==> config.mk <==
export PLATFORM = sky130hd
export DESIGN_NAME = actm_fifo
export DESIGN_NICKNAME = d
export VERILOG_FILES = /design/src/hw/rtl/actm_pkg.sv /design/src/hw/rtl/actm_fifo.sv
export SDC_FILE = /design/constraint.sdc
export NUM_CORES = 1
export LEC_CHECK = 0
export ABC_AREA = 1
export BUFFER_PORTS_ARGS = -buffer_cell sky130_fd_sc_hd__buf_2
export CAP_MARGIN = 20
export CORE_ASPECT_RATIO = 1.25
export CORE_MARGIN = 1.5
export CORE_UTILIZATION = 50
export DETAILED_ROUTE_END_ITERATION = 16
export PLACE_DENSITY = 0.83
export SYNTH_ARGS = -nofsm -noshare
export SYNTH_HDL_FRONTEND = slang
export SYNTH_SLANG_ARGS = --single-unit
==> constraint.sdc <==
create_clock -name clk_i -period 5 [get_ports clk_i]
set_clock_uncertainty 0.1 [all_clocks]
set_input_delay 0.5 -clock clk_i [delete_from_list [all_inputs] [get_ports clk_i]]
set_output_delay 0.5 -clock clk_i [all_outputs]
set_load 0.05 [all_outputs]
==> src/hw/rtl/actm_pkg.sv <==
// shared types and constants of the token matcher
package actm_pkg;

  localparam int NODE_W = 12;
  localparam int TOK_W  = 6;
  localparam int LEN_W  = 8;
  localparam int POS_W  = 10;
  localparam int POS_FIELD_MAX = 1023;

  localparam logic [NODE_W-1:0] ROOT_NODE = NODE_W'(1);

  // request type codes
  localparam logic [1:0] REQ_GOTO_WR = 2'd0;
  localparam logic [1:0] REQ_NODE_WR = 2'd1;
  localparam logic [1:0] REQ_START   = 2'd2;
  localparam logic [1:0] REQ_SEARCH  = 2'd3;

  typedef enum logic [2:0] {
    OP_GOTO_WR,
    OP_NODE_WR,
    OP_START,
    OP_PASS,
    OP_SEARCH
  } cmd_op_e;

  typedef struct packed {
    logic [1:0]        req_type;
    logic [NODE_W-1:0] node_index;
    logic [TOK_W-1:0]  token_code;
    logic [NODE_W-1:0] next_node;
    logic [NODE_W-1:0] fail_node;
    logic [LEN_W-1:0]  match_length;
  } in_item_t;

  typedef struct packed {
    logic              match_found;
    logic [POS_W-1:0]  end_position;
    logic [LEN_W-1:0]  mark_count;
    logic [NODE_W-1:0] current_node;
  } out_item_t;

  typedef struct packed {
    cmd_op_e           op;
    logic              tok_ok;
    logic [NODE_W-1:0] node_index;
    logic [TOK_W-1:0]  token_code;
    logic [NODE_W-1:0] next_node;
    logic [NODE_W-1:0] fail_node;
    logic [LEN_W-1:0]  match_length;
    logic [POS_W-1:0]  end_position;
  } cmd_t;

  typedef struct packed {
    logic [NODE_W-1:0] fail_node;
    logic [LEN_W-1:0]  match_length;
  } node_ent_t;

endpackage

==> src/hw/rtl/actm_fifo.sv <==
// two-entry command queue between front end and automaton walker
module actm_fifo (
  input  logic           clk_i,
  input  logic           rst_ni,
  input  logic           push_i,
  input  actm_pkg::cmd_t cmd_i,
  output logic           full_o,
  input  logic           pop_i,
  output logic           valid_o,
  output actm_pkg::cmd_t head_o
);
  import actm_pkg::*;

  cmd_t       ent_q [2];
  logic       wr_ptr_q, rd_ptr_q;
  logic [1:0] cnt_q;
  logic       do_push, do_pop;

  assign full_o  = cnt_q == 2'd2;
  assign valid_o = cnt_q != 2'd0;
  assign head_o  = ent_q[rd_ptr_q];
  assign do_push = push_i && !full_o;
  assign do_pop  = pop_i && valid_o;

  always_ff @(posedge clk_i) begin
    if (do_push) ent_q[wr_ptr_q] <= cmd_i;
  end

  always_ff @(posedge clk_i or negedge rst_ni) begin
    if (!rst_ni) begin
      wr_ptr_q <= 1'b0;
      rd_ptr_q <= 1'b0;
      cnt_q    <= '0;
    end else begin
      if (do_push) wr_ptr_q <= !wr_ptr_q;
      if (do_pop) rd_ptr_q <= !rd_ptr_q;
      case ({do_push, do_pop})
        2'b10:   cnt_q <= cnt_q + 2'd1;
        2'b01:   cnt_q <= cnt_q - 2'd1;
        default: cnt_q <= cnt_q;
      endcase
    end
  end

endmodule

# After elaboration in Yosys (flattened, before gate mapping)
# Memory sizes are Yosys's and may differ from the RTL's.
# Cells that the tools add are included.
[totals] ff_bits=4 mem_bits_rw=128 inputBits=68 output_inout_bits=66 elab_cells=19 memories=1
[mem_list] name="ent_q" depth=2 word_bits=64 read_ports=1 rd_clocked_by_memory_dff=0 write_ports=1 line_no="actm_fifo.sv:14" rtl="cmd_t ent_q [2];"
[classes] n_addsub=2 eq_ne=3 muxes=3 n_reduce_logical=7
[ops] cell="2-bit == test (second input constant)" n=2
[ops] cell="2-bit case mux with 2 select lines" n=1
[ops] cell="2-bit nonzero test" n=2
[ops] cell="1-bit logical NOT" n=3
[ops] cell="2-bit by 1-bit adder with 2-bit output (second input constant)" n=1
[ops] cell="2-bit by 1-bit == test with 1-bit output (second input constant)" n=1
[ops] cell="1-bit logical AND" n=2
[ops] cell="1-bit 2-to-1 mux" n=2
[ops] cell="2-bit by 1-bit subtractor with 2-bit output (second input constant)" n=1

# Depth between registers and ports, before layout
[logic_depth] depth_word=5 depth_mapped=10 ltp_nobuf=10

# Worst setup path before layout
# Ideal clock, no wire load.
[synth_timing] path_kind="input to register" startpoint="input push_i" endpoint="memory ent_q[1][0] (netlist bit) (enable)" setup_time_ns=0.486 t_arrival_ns=3.274 required_time_ns=4.414 setup_slack_ns=1.140 stages=2 path_buffers=0 cell_sequence="o21ai_1 > nor2_1"
[synth_between] elab_chain_len=3
[synth_lines] element="start, declared" line_no="actm_fifo.sv:5" rtl="input logic push_i,"
[synth_lines] element="1-bit logical AND" line_no="actm_fifo.sv:22" rtl="assign do_push = push_i && !full_o;"
[synth_lines] element="1-bit 2-to-1 mux" line_no="actm_fifo.sv:26" rtl="if (do_push) ent_q[wr_ptr_q] <= cmd_i;"
[synth_lines] element="1-bit 2-to-1 mux (implied by the code)" line_no="actm_fifo.sv:26"
[synth_lines] element="end, declared" line_no="actm_fifo.sv:14"
# No other way between the ends.

==> run summary <==
* 0 — final hold violations
* 0 — remaining antenna violation count
* 0 — total gr overflow
* 0.875 ns — Slew @ Worst Pin
* 39 — highest fanout seen on the critical path
* 0.40 ns — clock latency of the later-clocked register in the worst-skew pair
* 66 — largest net degree at the start of global routing
* 2.50 ns — setup slack at placement
* sky130_fd_sc_hd__dfrtp_2 — slowest stage cell on the critical path
* 2 — Clock Path Buffers
* 13.3 sq um — Avg Cell Area, Syn
* 13 — number of distinct library cell variants in the gate-level netlist after synthesis
* 0.40 ns — Largest stage delay, worst path
* sky130_fd_sc_hd__edfxtp_1 — Synth Flop Type
* 4.79 — Via density
* output pin — Worst setup EP type
* cmd_i[36] — worst hold path startpoint
* 3105 — detailed-route via count
* 435 — Mapped Nets
* 40 — Row Count
* 32.0% — proportion of layout cells with a drive suffix above 1
* 18.3% — GR Util All Layers
* 10400 sq um — die area
* 0 — Yosys Warn Count
* 0 — # resized after CTS
* 51.1% — effective utilization at floorplan
* 202 x sky130_fd_sc_hd__nand2_1, 128 x sky130_fd_sc_hd__edfxtp_1, 8 x sky130_fd_sc_hd__buf_4, 8 x sky130_fd_sc_hd__inv_1, 6 x sky130_fd_sc_hd__buf_2 — leading cell types by count after synthesis
* 14000 um — wire length of the first global-routing pass
* 0 — number of setup violations in the final report
* done — CTS tree
* sky130_fd_sc_hd__edfxtp_1 — cell accounting for the most synthesized area
* 134 — number of I/O pins
* no — RSZ-0062 raised after global routing
* inv_2 -> buf_12 -> nand2_1 -> nand2_1 -> buf_2 — cell chain of the critical path
* 1.90 ns — Crit path arrival time
* completed — status
* 13.7 um — routed wire length per instance
* rd_ptr_q$_DFFE_PN0P_ — worst setup path startpoint
* 578 — fin nets
* 1 — number of cells traversed by the worst hold path
* sky130_fd_sc_hd__nand2_1 — count leader, synth
* 4 — reg2reg path depth
* 2.50 ns — final critical-path required period
* 0 ns — Total Negative Setup Slacks
* 91.4 um — Die Wd
* 78.7% — fraction of synthesized cell area taken by the top area cell type
* 0.400 GHz — top achievable clock speed
* 5660 um — Final HPWL DP
* 0 — max-slew violations
* 132 — Synth Register Bits
* 28.0% — area grow syn2layout
* sky130_fd_sc_hd__clkbuf_16 — buffer type at the clock tree root
* 0 — antenna diode count
* 0 — max capacitance violation total
* cnt_q[1]$_DFFE_PN0P_ — FF-to-FF Start
* 41.5% — slew margin rel.
* 80.8% — sequential cell area fraction in the yosys report
* 1 — Hold Buf Count CTS
* 5650 sq um — instance area after placement
* 0 — DRC violations left
* 366 — gate count after technology mapping
* 2.50 ns — Worst Setup Slack, final
* sky130_fd_sc_hd__edfxtp_1 79%, sky130_fd_sc_hd__nand2_1 16%, sky130_fd_sc_hd__dfrtp_1 2.1% — biggest area contributors in the synthesized netlist
* 0.730 — final weighted congestion in routability-driven placement
* 113 um — vertical die dimension
* 17 — total clock buffers created by CTS
* 3027 — vias in the first global route
* in2reg — type of the most critical hold path
* sky130_fd_sc_hd__nand2_1 — cell with the most instances on the worst path
* 6250 sq um — final design area excluding fillers
* 133 — number of buffer cells added on primary ports
* 128 — count of flip-flops with a built-in enable after synthesis
* 3.03% — share of flip-flops with an asynchronous set or reset after synthesis
* 4 — maximum level of the CTS H-tree
* ent_q[0][36]$_DFFE_PP_ — Endpoint, Worst Hold
* 4.40 ns — required time of the worst setup path
* 8900 um — Total Wirelength
* 50.0% — Tcrit/Tclk final
* 132 — number of sinks driven by the clock tree
* 688 — number of filler cells placed in the layout
* ent_q[1][22]$_DFFE_PP_ — capture point of the worst reg-to-reg path
* 0.06 ns — clock transition at the registers of the reported paths
* 4880 sq um — post-synthesis cell area
* 9560 sq um — core outline area
* 183 — number of DRC markers in iteration 0
* 2.66 ns — minimum setup slack among reg-to-reg paths
* reg2out — type of the worst setup path
* 0 — number of buffers inserted by post-CTS setup repair
* 4 — router iterations before antenna repair
* 0 — antenna violations before repair
* register — nature of the critical path startpoint
==> metrics by stage <==
| step | util, % | instances | hold WS [ns] |
|---|---|---|---|
| after floorplan | - | 366 | 0.104 |
| after global placement | 59.1 | 614 | 0.208 |
| after detailed placement | 59.1 | 614 | 0.211 |
| after CTS | 65.2 | 647 | 0.159 |
| after global routing | 65.4 | 648 | 0.159 |
| final | 65.4 | 648 | 0.177 |
==> cells in the final DEF (no fill, tap or decap) <==
| master | count |
|---|---|
| sky130_fd_sc_hd__buf_12 | 1 |
| sky130_fd_sc_hd__buf_2 | 133 |
| sky130_fd_sc_hd__buf_4 | 3 |
| sky130_fd_sc_hd__bufinv_16 | 3 |
| sky130_fd_sc_hd__clkbuf_1 | 3 |
| sky130_fd_sc_hd__clkbuf_16 | 17 |
| sky130_fd_sc_hd__clkinv_1 | 3 |
| sky130_fd_sc_hd__clkinv_2 | 4 |
| sky130_fd_sc_hd__clkinv_4 | 1 |
| sky130_fd_sc_hd__clkinvlp_4 | 1 |
| sky130_fd_sc_hd__dfrtp_1 | 3 |
| sky130_fd_sc_hd__dfrtp_2 | 1 |
| sky130_fd_sc_hd__dlygate4sd3_1 | 1 |
| sky130_fd_sc_hd__edfxtp_1 | 128 |
| sky130_fd_sc_hd__ha_1 | 1 |
| sky130_fd_sc_hd__inv_1 | 7 |
| sky130_fd_sc_hd__inv_2 | 2 |
| sky130_fd_sc_hd__nand2_1 | 202 |
| sky130_fd_sc_hd__nand3_1 | 3 |
| sky130_fd_sc_hd__nand4_1 | 1 |
| sky130_fd_sc_hd__nor2_1 | 1 |
| sky130_fd_sc_hd__nor2_4 | 1 |
| sky130_fd_sc_hd__o21ai_1 | 1 |
| sky130_fd_sc_hd__xnor2_1 | 1 |
==> area by class of cell <==
cell class / count / area, sq um / area share [%]
repair buffers: 138 / 718 / 11.5
inverters: 9 / 33.8 / 0.541
clock buffers: 20 / 437 / 6.99
multi-input cells: 211 / 821 / 13.1
clock inverters: 12 / 138 / 2.20
flip-flops and latches: 132 / 3950 / 63.1
well taps: 126 / 158 / 2.52
==> worst max-delay path, delay by kind of cell, from the launching register on <==
kind / cells / cell delay (ns)
buffers and inverters: 3 / 0.92
flip-flops: 1 / 0.40
AND/OR/NAND/NOR: 2 / 0.17
==> how the worst max path moves through the flow <==
stage	endpoint	slack [ns]
after floorplan	ent_q[1][0]$_DFFE_PP_	1.14
after global placement	ent_q[1][8]$_DFFE_PP_	2.56
after detailed placement	ent_q[1][8]$_DFFE_PP_	2.50
after CTS	head_o[9]	2.19
after global routing	head_o[48]	2.37
final	head_o[24]	2.50
==> sequential cells by signal, indices dropped and copies added (netlist names) <==
register	count
ent_q	128
rd_ptr_q	1
cnt_q	2
wr_ptr_q	1
==> layer usage <==
| metal | share of wire, % | wire length (um) | track usage (%) | vias up |
|---|---|---|---|---|
| met5 | 0 | 0 | 0 | - |
| met4 | 2.3 | 201 | 10.0 | 0 |
| met3 | 5.0 | 444 | 5.40 | 19 |
| met2 | 53 | 4710 | 31.9 | 101 |
| met1 | 40 | 3540 | 20.1 | 1468 |
| li1 | - | - | - | 1517 |
==> kinds of logic (layout without fill, tap and decap cells) <==
group | count (synthesis) | in the layout | share of synthesized area, %
AOI/OAI and AO/OA | 1 | 1 | 0.102
xor gates and xnor gates | 1 | 1 | 0.179
adders and majority gates | 1 | 1 | 0.256
buffers and inverters | 23 | 179 | 2.54
DFF | 132 | 132 | 80.8
and+or+nand+nor | 208 | 208 | 16.1
Power is not shown: default switching activity piles up to over one toggle a cycle in this logic, so the estimate is an artifact.
