===== config.mk =====
export PLATFORM = sky130hd
export DESIGN_NAME = actm_front
export DESIGN_NICKNAME = d
export VERILOG_FILES = /design/src/hw/rtl/actm_pkg.sv /design/src/hw/rtl/actm_front.sv
export SDC_FILE = /design/constraint.sdc
export NUM_CORES = 1
export LEC_CHECK = 0
export BUFFER_PORTS_ARGS = -buffer_cell sky130_fd_sc_hd__buf_2
export CAP_MARGIN = 20
export CORE_MARGIN = 2
export CORE_UTILIZATION = 36
export CTS_BUF_LIST = sky130_fd_sc_hd__clkbuf_8
export DETAILED_ROUTE_END_ITERATION = 8
export GPL_TIMING_DRIVEN = 0
export PLACE_DENSITY = 0.8
export SETUP_SLACK_MARGIN = 0.05
export SLEW_MARGIN = 20
export SYNTH_ARGS = -nofsm -noshare
export SYNTH_HDL_FRONTEND = slang
export SYNTH_SLANG_ARGS = --single-unit

===== constraint.sdc =====
create_clock -name clk_i -period 1.85 [get_ports clk_i]
set_input_delay 0.185 -clock clk_i [delete_from_list [all_inputs] [get_ports clk_i]]
set_output_delay 0.185 -clock clk_i [all_outputs]
set_load 0.02 [all_outputs]

===== src/hw/rtl/actm_pkg.sv =====
// shared types and constants of the token matcher
package actm_pkg;

  localparam int NODE_W = 12;
  localparam int TOK_W  = 6;
  localparam int LEN_W  = 8;
  localparam int POS_W  = 10;
  localparam int POS_FIELD_MAX = 1023;

  localparam logic [NODE_W-1:0] ROOT_NODE = NODE_W'(1);

  // request type codes
  localparam logic [1:0] REQ_GOTO_WR = 2'd0;
  localparam logic [1:0] REQ_NODE_WR = 2'd1;
  localparam logic [1:0] REQ_START   = 2'd2;
  localparam logic [1:0] REQ_SEARCH  = 2'd3;

  typedef enum logic [2:0] {
    OP_GOTO_WR,
    OP_NODE_WR,
    OP_START,
    OP_PASS,
    OP_SEARCH
  } cmd_op_e;

  typedef struct packed {
    logic [1:0]        req_type;
    logic [NODE_W-1:0] node_index;
    logic [TOK_W-1:0]  token_code;
    logic [NODE_W-1:0] next_node;
    logic [NODE_W-1:0] fail_node;
    logic [LEN_W-1:0]  match_length;
  } in_item_t;

  typedef struct packed {
    logic              match_found;
    logic [POS_W-1:0]  end_position;
    logic [LEN_W-1:0]  mark_count;
    logic [NODE_W-1:0] current_node;
  } out_item_t;

  typedef struct packed {
    cmd_op_e           op;
    logic              tok_ok;
    logic [NODE_W-1:0] node_index;
    logic [TOK_W-1:0]  token_code;
    logic [NODE_W-1:0] next_node;
    logic [NODE_W-1:0] fail_node;
    logic [LEN_W-1:0]  match_length;
    logic [POS_W-1:0]  end_position;
  } cmd_t;

  typedef struct packed {
    logic [NODE_W-1:0] fail_node;
    logic [LEN_W-1:0]  match_length;
  } node_ent_t;

endpackage


===== src/hw/rtl/actm_front.sv =====
// front end: takes requests, tracks line position and limiter skipping, decodes commands
module actm_front #(
  parameter int NODE_COUNT  = 4096,
  parameter int TOKEN_COUNT = 64,
  parameter int LINE_LENGTH = 1024
) (
  input  logic                     clk_i,
  input  logic                     rst_ni,
  input  logic                     in_valid_i,
  output logic                     in_ready_o,
  input  actm_pkg::in_item_t       in_data_i,
  input  logic                     cfg_valid_i,
  output logic                     cfg_ready_o,
  input  logic [actm_pkg::TOK_W-1:0] cfg_data_i,
  input  logic                     full_i,
  output logic                     push_o,
  output actm_pkg::cmd_t           cmd_o
);
  import actm_pkg::*;

  localparam int PosLimInt = (LINE_LENGTH - 1 > POS_FIELD_MAX) ? POS_FIELD_MAX : LINE_LENGTH - 1;
  localparam logic [POS_W-1:0] POS_LIMIT = POS_W'(PosLimInt);

  logic [POS_W-1:0] pos_q, pos_d;
  logic             skip_q, skip_d;
  logic [TOK_W-1:0] limiter_q;
  logic             accept;
  logic             node_ok, tok_ok, lim_ok;

  assign in_ready_o  = !full_i;
  assign cfg_ready_o = 1'b1;
  assign accept      = in_valid_i && in_ready_o;
  assign push_o      = accept;

  assign node_ok = 32'(in_data_i.node_index) < NODE_COUNT;
  assign tok_ok  = 32'(in_data_i.token_code) < TOKEN_COUNT;
  assign lim_ok  = 32'(limiter_q) < TOKEN_COUNT;

  always_comb begin
    pos_d  = pos_q;
    skip_d = skip_q;
    cmd_o.op           = OP_PASS;
    cmd_o.tok_ok       = tok_ok;
    cmd_o.node_index   = in_data_i.node_index;
    cmd_o.token_code   = in_data_i.token_code;
    cmd_o.next_node    = in_data_i.next_node;
    cmd_o.fail_node    = in_data_i.fail_node;
    cmd_o.match_length = in_data_i.match_length;
    cmd_o.end_position = pos_q;
    case (in_data_i.req_type)
      REQ_GOTO_WR: begin
        if (node_ok && tok_ok) cmd_o.op = OP_GOTO_WR;
      end
      REQ_NODE_WR: begin
        if (node_ok) cmd_o.op = OP_NODE_WR;
      end
      REQ_START: begin
        cmd_o.op           = OP_START;
        cmd_o.token_code   = limiter_q;
        cmd_o.tok_ok       = lim_ok;
        cmd_o.end_position = '0;
        pos_d              = '0;
        skip_d             = 1'b1;
      end
      REQ_SEARCH: begin
        if (pos_q < POS_LIMIT) pos_d = pos_q + POS_W'(1);
        // leading limiters only move the position
        if (!(skip_q && in_data_i.token_code == limiter_q)) begin
          cmd_o.op = OP_SEARCH;
          skip_d   = 1'b0;
        end
      end
      default: cmd_o.op = OP_PASS;
    endcase
  end

  always_ff @(posedge clk_i or negedge rst_ni) begin
    if (!rst_ni) begin
      pos_q     <= '0;
      skip_q    <= 1'b1;
      limiter_q <= '0;
    end else begin
      if (accept) begin
        pos_q  <= pos_d;
        skip_q <= skip_d;
      end
      if (cfg_valid_i) limiter_q <= cfg_data_i;
    end
  end

endmodule


* Word-level counts from Yosys, hierarchy flattened *
Index checks and enable logic that the tools add are counted.

cells by class
  add/subtract/negate cells = 1
  order comparisons = 1
  equality and inequality tests = 6
  mux-type cells = 8
  reductions and logical operators = 7

operators by type and width
  cell                   count
  $mux 10                2
  $pmux 10 s2            1
  $pmux 3 s4             1
  $add 10x1->10 const B  1
  $lt 10x10->1 const B   1
  $eq 6x6->1             1
  $mux 6                 1
  $reduce_and 3->1       2
  $eq 2x2->1 const B     2
  $ne 2x2->1 const B     2
  $mux 3                 1
  $eq 2x1->1 const B     1
  $logic_and 1x1->1      2
  $logic_not 2->1        1
  $pmux 1 s2             1
  $reduce_bool 2->1      1
  $logic_not 1->1        1
  $mux 1                 1

storage, ports and cells
  register bits = 17
  bits of input ports = 63
  output and inout port bits = 67
  word-level logic and storage cells = 26

* Longest topological paths before layout *
  depth after elaboration = 4
  mapped depth = 6
  mapped depth without buffers = 5

* Least setup slack after synthesis *
OpenSTA, ideal clock, no wires.

  path kind = register to output
  from = register limiter_q[1]
  to = output cmd_o[61] (netlist bit)
  data arrival time = 1.605 ns
  data required time = 1.665 ns
  setup slack = 0.060 ns
  stages on the path, launching flop included = 4
  buffers on the path = 0
  path through = dfrtp_1 xor2_1 or4_1 a21boi_0

RTL lines
  what                    RTL line          RTL
  from (decl)             actm_front.sv:26  logic [TOK_W-1:0] limiter_q;
  from (signal assigned)  actm_front.sv:87  if (cfg_valid_i) limiter_q <= cfg_data_i;
  to (decl)               actm_front.sv:17  output actm_pkg::cmd_t cmd_o

==> impl_metrics.sql <==
INSERT INTO impl_metrics (metric_group, metric, value, unit) VALUES
('run_status', 'run_status', 'finished clean', ''),
('global_routing', 'grt_remaining_overflow', '0', ''),
('sta', 'max_clock_freq', '545', 'MHz'),
('routing', 'route.final.wire_length', '3.52', 'mm'),
('flow_run', 'max_cap_viol_count', '0', ''),
('power', 'power.ir.vdd_worst', '0.230', 'mV'),
('placement', 'buffer_ports.inserted', '82', ''),
('die', 'start_util', '37.5', '%'),
('global_routing', 'first_global_vias', '1208', ''),
('yosys', 'synth_area', '0.00150', 'mm2'),
('routing', 'avgViaCountPerCell', '4.62', ''),
('worst_setup_path', 'worst-r2r-cell-count', '5', ''),
('worst_setup_path', 'critical_path.cell_chain', 'xnor2_1 > nand4_1 > or4_4 > a21boi_2 > buf_6', ''),
('placement', 'place_ws', '2.04', 'ps'),
('global_routing', 'grt_antenna_before_repair', '0', ''),
('sta', 'finalClockSkew', '3.15', 'ps'),
('power', 'total_power', '0.00128', 'W'),
('yosys', 'most_used_dff_post_synth', 'sky130_fd_sc_hd__dfrtp_1', ''),
('worst_setup_path', 'critical_path.endpoint_type', 'primary output', ''),
('yosys', 'synthDominantCellAreaShare', '26.7', '%'),
('worst_setup_path', 'worst-path-max-fanout', '4', ''),
('yosys', 'avgSynthCellArea', '9.50', 'um2'),
('yosys', 'synth_compound_area_share', '7.92', '%'),
('routing', 'first_iter_violations', '39', ''),
('clock_network', 'path_clk_slew', '70', 'ps'),
('clock_network', 'max-clock-path-buffers', '2', ''),
('sta', 'rsz0062_at_grt', 'yes', ''),
('routing', 'drcViolationCount', '0', ''),
('worst_setup_path', 'worst_setup_path_start_kind', 'flip-flop', ''),
('clock_network', 'numClockSinks', '17', ''),
('cells_and_area', 'final-seq-area', '427', 'um2'),
('sta', 'setup_viol', '0', ''),
('power', 'power_density', '598', 'mW/mm2'),
('min_path', 'timing.hold.worst_endpoint', 'limiter_q[3]', ''),
('cells_and_area', 'layout_net_count', '319', ''),
('worst_setup_path', 'rr_endpoint', 'pos_q[1]', ''),
('die', 'ios', '130', ''),
('yosys', 'netlist_top_cells_area', 'sky130_fd_sc_hd__dfrtp_1 (27%), sky130_fd_sc_hd__buf_4 (23%), sky130_fd_sc_hd__mux2_2 (11%), sky130_fd_sc_hd__and2_1 (3.8%), sky130_fd_sc_hd__nand3_4 (2.3%)', ''),
('yosys', 'synth_top_family_by_area', 'buffers and inverters', ''),
('yosys', 'yosys.area_share.simple', '21.3', '%'),
('yosys', 'synth_area_leader_cell', 'sky130_fd_sc_hd__dfrtp_1', ''),
('sta', 'post-route-min-period', '1840', 'ps'),
('yosys', 'post_synth_fa_ha_maj_area_fraction', '0.833', '%'),
('cells_and_area', 'synthToLayoutAreaGrowth', '42.2', '%'),
('cells_and_area', 'antenna_cells_inserted', '0', ''),
('min_path', 'worst_hold_path_cell_count', '2', ''),
('clock_network', 'ctsHtreeMaxLevel', '1', ''),
('yosys', 'synth_async_sr_flop_share', '100', '%'),
('yosys', 'seq_total_area_yosys', '28.4', '%'),
('min_path', 'hold_class', 'primary input to flip-flop', ''),
('yosys', 'synth_enable_flop_cells', '0', ''),
('global_routing', 'overall_fraction_of_global_route_tracks_in_use', '14.9', '%'),
('min_path', 'min-delay-start', 'cfg_data_i[3]', ''),
('global_routing', 'wire_length_of_the_first_global_routing_pass', '5.31', 'mm'),
('clock_network', 'worstSkewPairLatency', '250', 'ps'),
('routing', 'detail_route.wl_per_cell', '11.6', 'um'),
('die', 'die_area', '0.00470', 'mm2'),
('worst_setup_path', 'crit_type', 'flip-flop to primary output', ''),
('worst_setup_path', 'timing.rr.start', 'pos_q[4]', ''),
('yosys', 'synth_warnings', '0', ''),
('global_routing', 'largest_net_degree_at_the_start_of_global_routing', '18', ''),
('worst_setup_path', 'critical-path-slowest-cell', 'sky130_fd_sc_hd__or4_4', ''),
('cells_and_area', 'multi_input_comb_area', '716', 'um2'),
('routing', 'number_of_routed_nets_with_antenna_violations', '0', ''),
('die', 'floorplan.die.width', '68.6', 'um'),
('clock_network', 'cts_root_buf', 'sky130_fd_sc_hd__clkbuf_8', ''),
('worst_setup_path', 'critPathArrivalTime', '1650', 'ps'),
('placement', 'dp_hpwl', '2.75', 'mm'),
('yosys', 'synth.top_cells.by_count', 'sky130_fd_sc_hd__buf_4 (46), sky130_fd_sc_hd__dfrtp_1 (16), sky130_fd_sc_hd__mux2_2 (15)', ''),
('placement', 'place_congestion', '0.832', ''),
('sta', 'drv_slew', '0', '');
where the power goes:
group / switching (W) / leakage (nW) / internal (W) / total (W)
sequential: 0.0000519 / 0.203 / 0.000420 / 0.000472
clock: 0.000128 / 0.0255 / 0.000150 / 0.000277
combinational: 0.000268 / 0.883 / 0.000258 / 0.000527
worst max-delay path, delay by kind of cell (launching register included):
| family | cells | cell delay [ps] |
|---|---|---|
| XOR/XNOR | 1 | 140 |
| buffers and inverters | 1 | 130 |
| flip-flops | 1 | 400 |
| AO/OA/AOI/OAI | 1 | 160 |
| AND/OR/NAND/NOR | 2 | 570 |
cell usage in the layout (no fill, tap or decap), drive strengths merged, types with 3 or more instances in the layout:
cell type | Yosys | routed
and2 | 10 | 10
dfrtp | 16 | 16
nor2 | 6 | 6
mux2 | 16 | 16
nand3 | 5 | 5
clkbuf | 4 | 7
xor2 | 3 | 3
xnor2 | 3 | 3
nor3 | 4 | 4
nand4 | 3 | 3
a22o | 3 | 3
nor2b | 3 | 3
o21ai | 3 | 3
buf | 48 | 138
nand2 | 5 | 5
stage by stage:
stage	hold slack (ps)	instances	setup TNS, ps	utilization, %	area [um2]
5_1_grt	160	304	-174	53.4	2130
2_1_floorplan	-111	159	0	-	1510
4_1_cts	154	303	-0.172	52.5	2100
3_3_place_gp	127	291	0	49.5	1980
6_report	157	304	0	53.4	2130
3_5_place_dp	131	291	0	49.5	1980
flip-flops by register name, indices dropped and copies added (netlist names):
signal     cells
skip_q         1
limiter_q      6
pos_q         10
per-layer routing:
layer	GRT usage, %	share of wire [%]	vias to the layer above
met1	18.2	39	651
met2	25.7	51	61
met5	0	0	-
met3	1.79	7.3	7
met4	7.50	2.1	0
li1	-	-	686
cell type report:
| type | count | area share, % |
|---|---|---|
| sequential | 17 | 20.0 |
| buffer | 52 | 17.6 |
| tap | 50 | 2.93 |
| inverter | 2 | 0.352 |
| timing repair buffer | 91 | 23.4 |
| clock buffer | 3 | 1.93 |
| clock inverter | 1 | 0.234 |
| multi-input combinational | 88 | 33.5 |
what timing repair did:
| action | CTS | global route |
|---|---|---|
| hold buffers | 1 | 0 |
| hold endpoints to repair | 16 | 0 |
| gates resized for setup | 6 | 8 |
| setup endpoints to repair | 4 | 4 |
| pin swaps | 2 | 1 |
| buffers inserted | 7 | 1 |
worst max path at each step:
stage,slack [ps],cells past startpoint,from,end
final,10,5,limiter_q[2],cmd_o[62]
after CTS,-0.2,5,limiter_q[2],cmd_o[63]
after global routing,-70,5,limiter_q[4],cmd_o[62]
after global placement,30,6,pos_q[0],pos_q[1]
after floorplan,60,3,limiter_q[1],cmd_o[61]
after detailed placement,2,6,pos_q[0],pos_q[1]
logic make-up after synthesis:
kind of cell / count (synthesis)
buf+inv: 54
fa+ha+maj: 1
other cells: 1
flops: 17
xor+xnor: 6
compound gates: 15
simple gates: 48
mux: 16
Note: power is estimated with default switching activity, not from simulation.
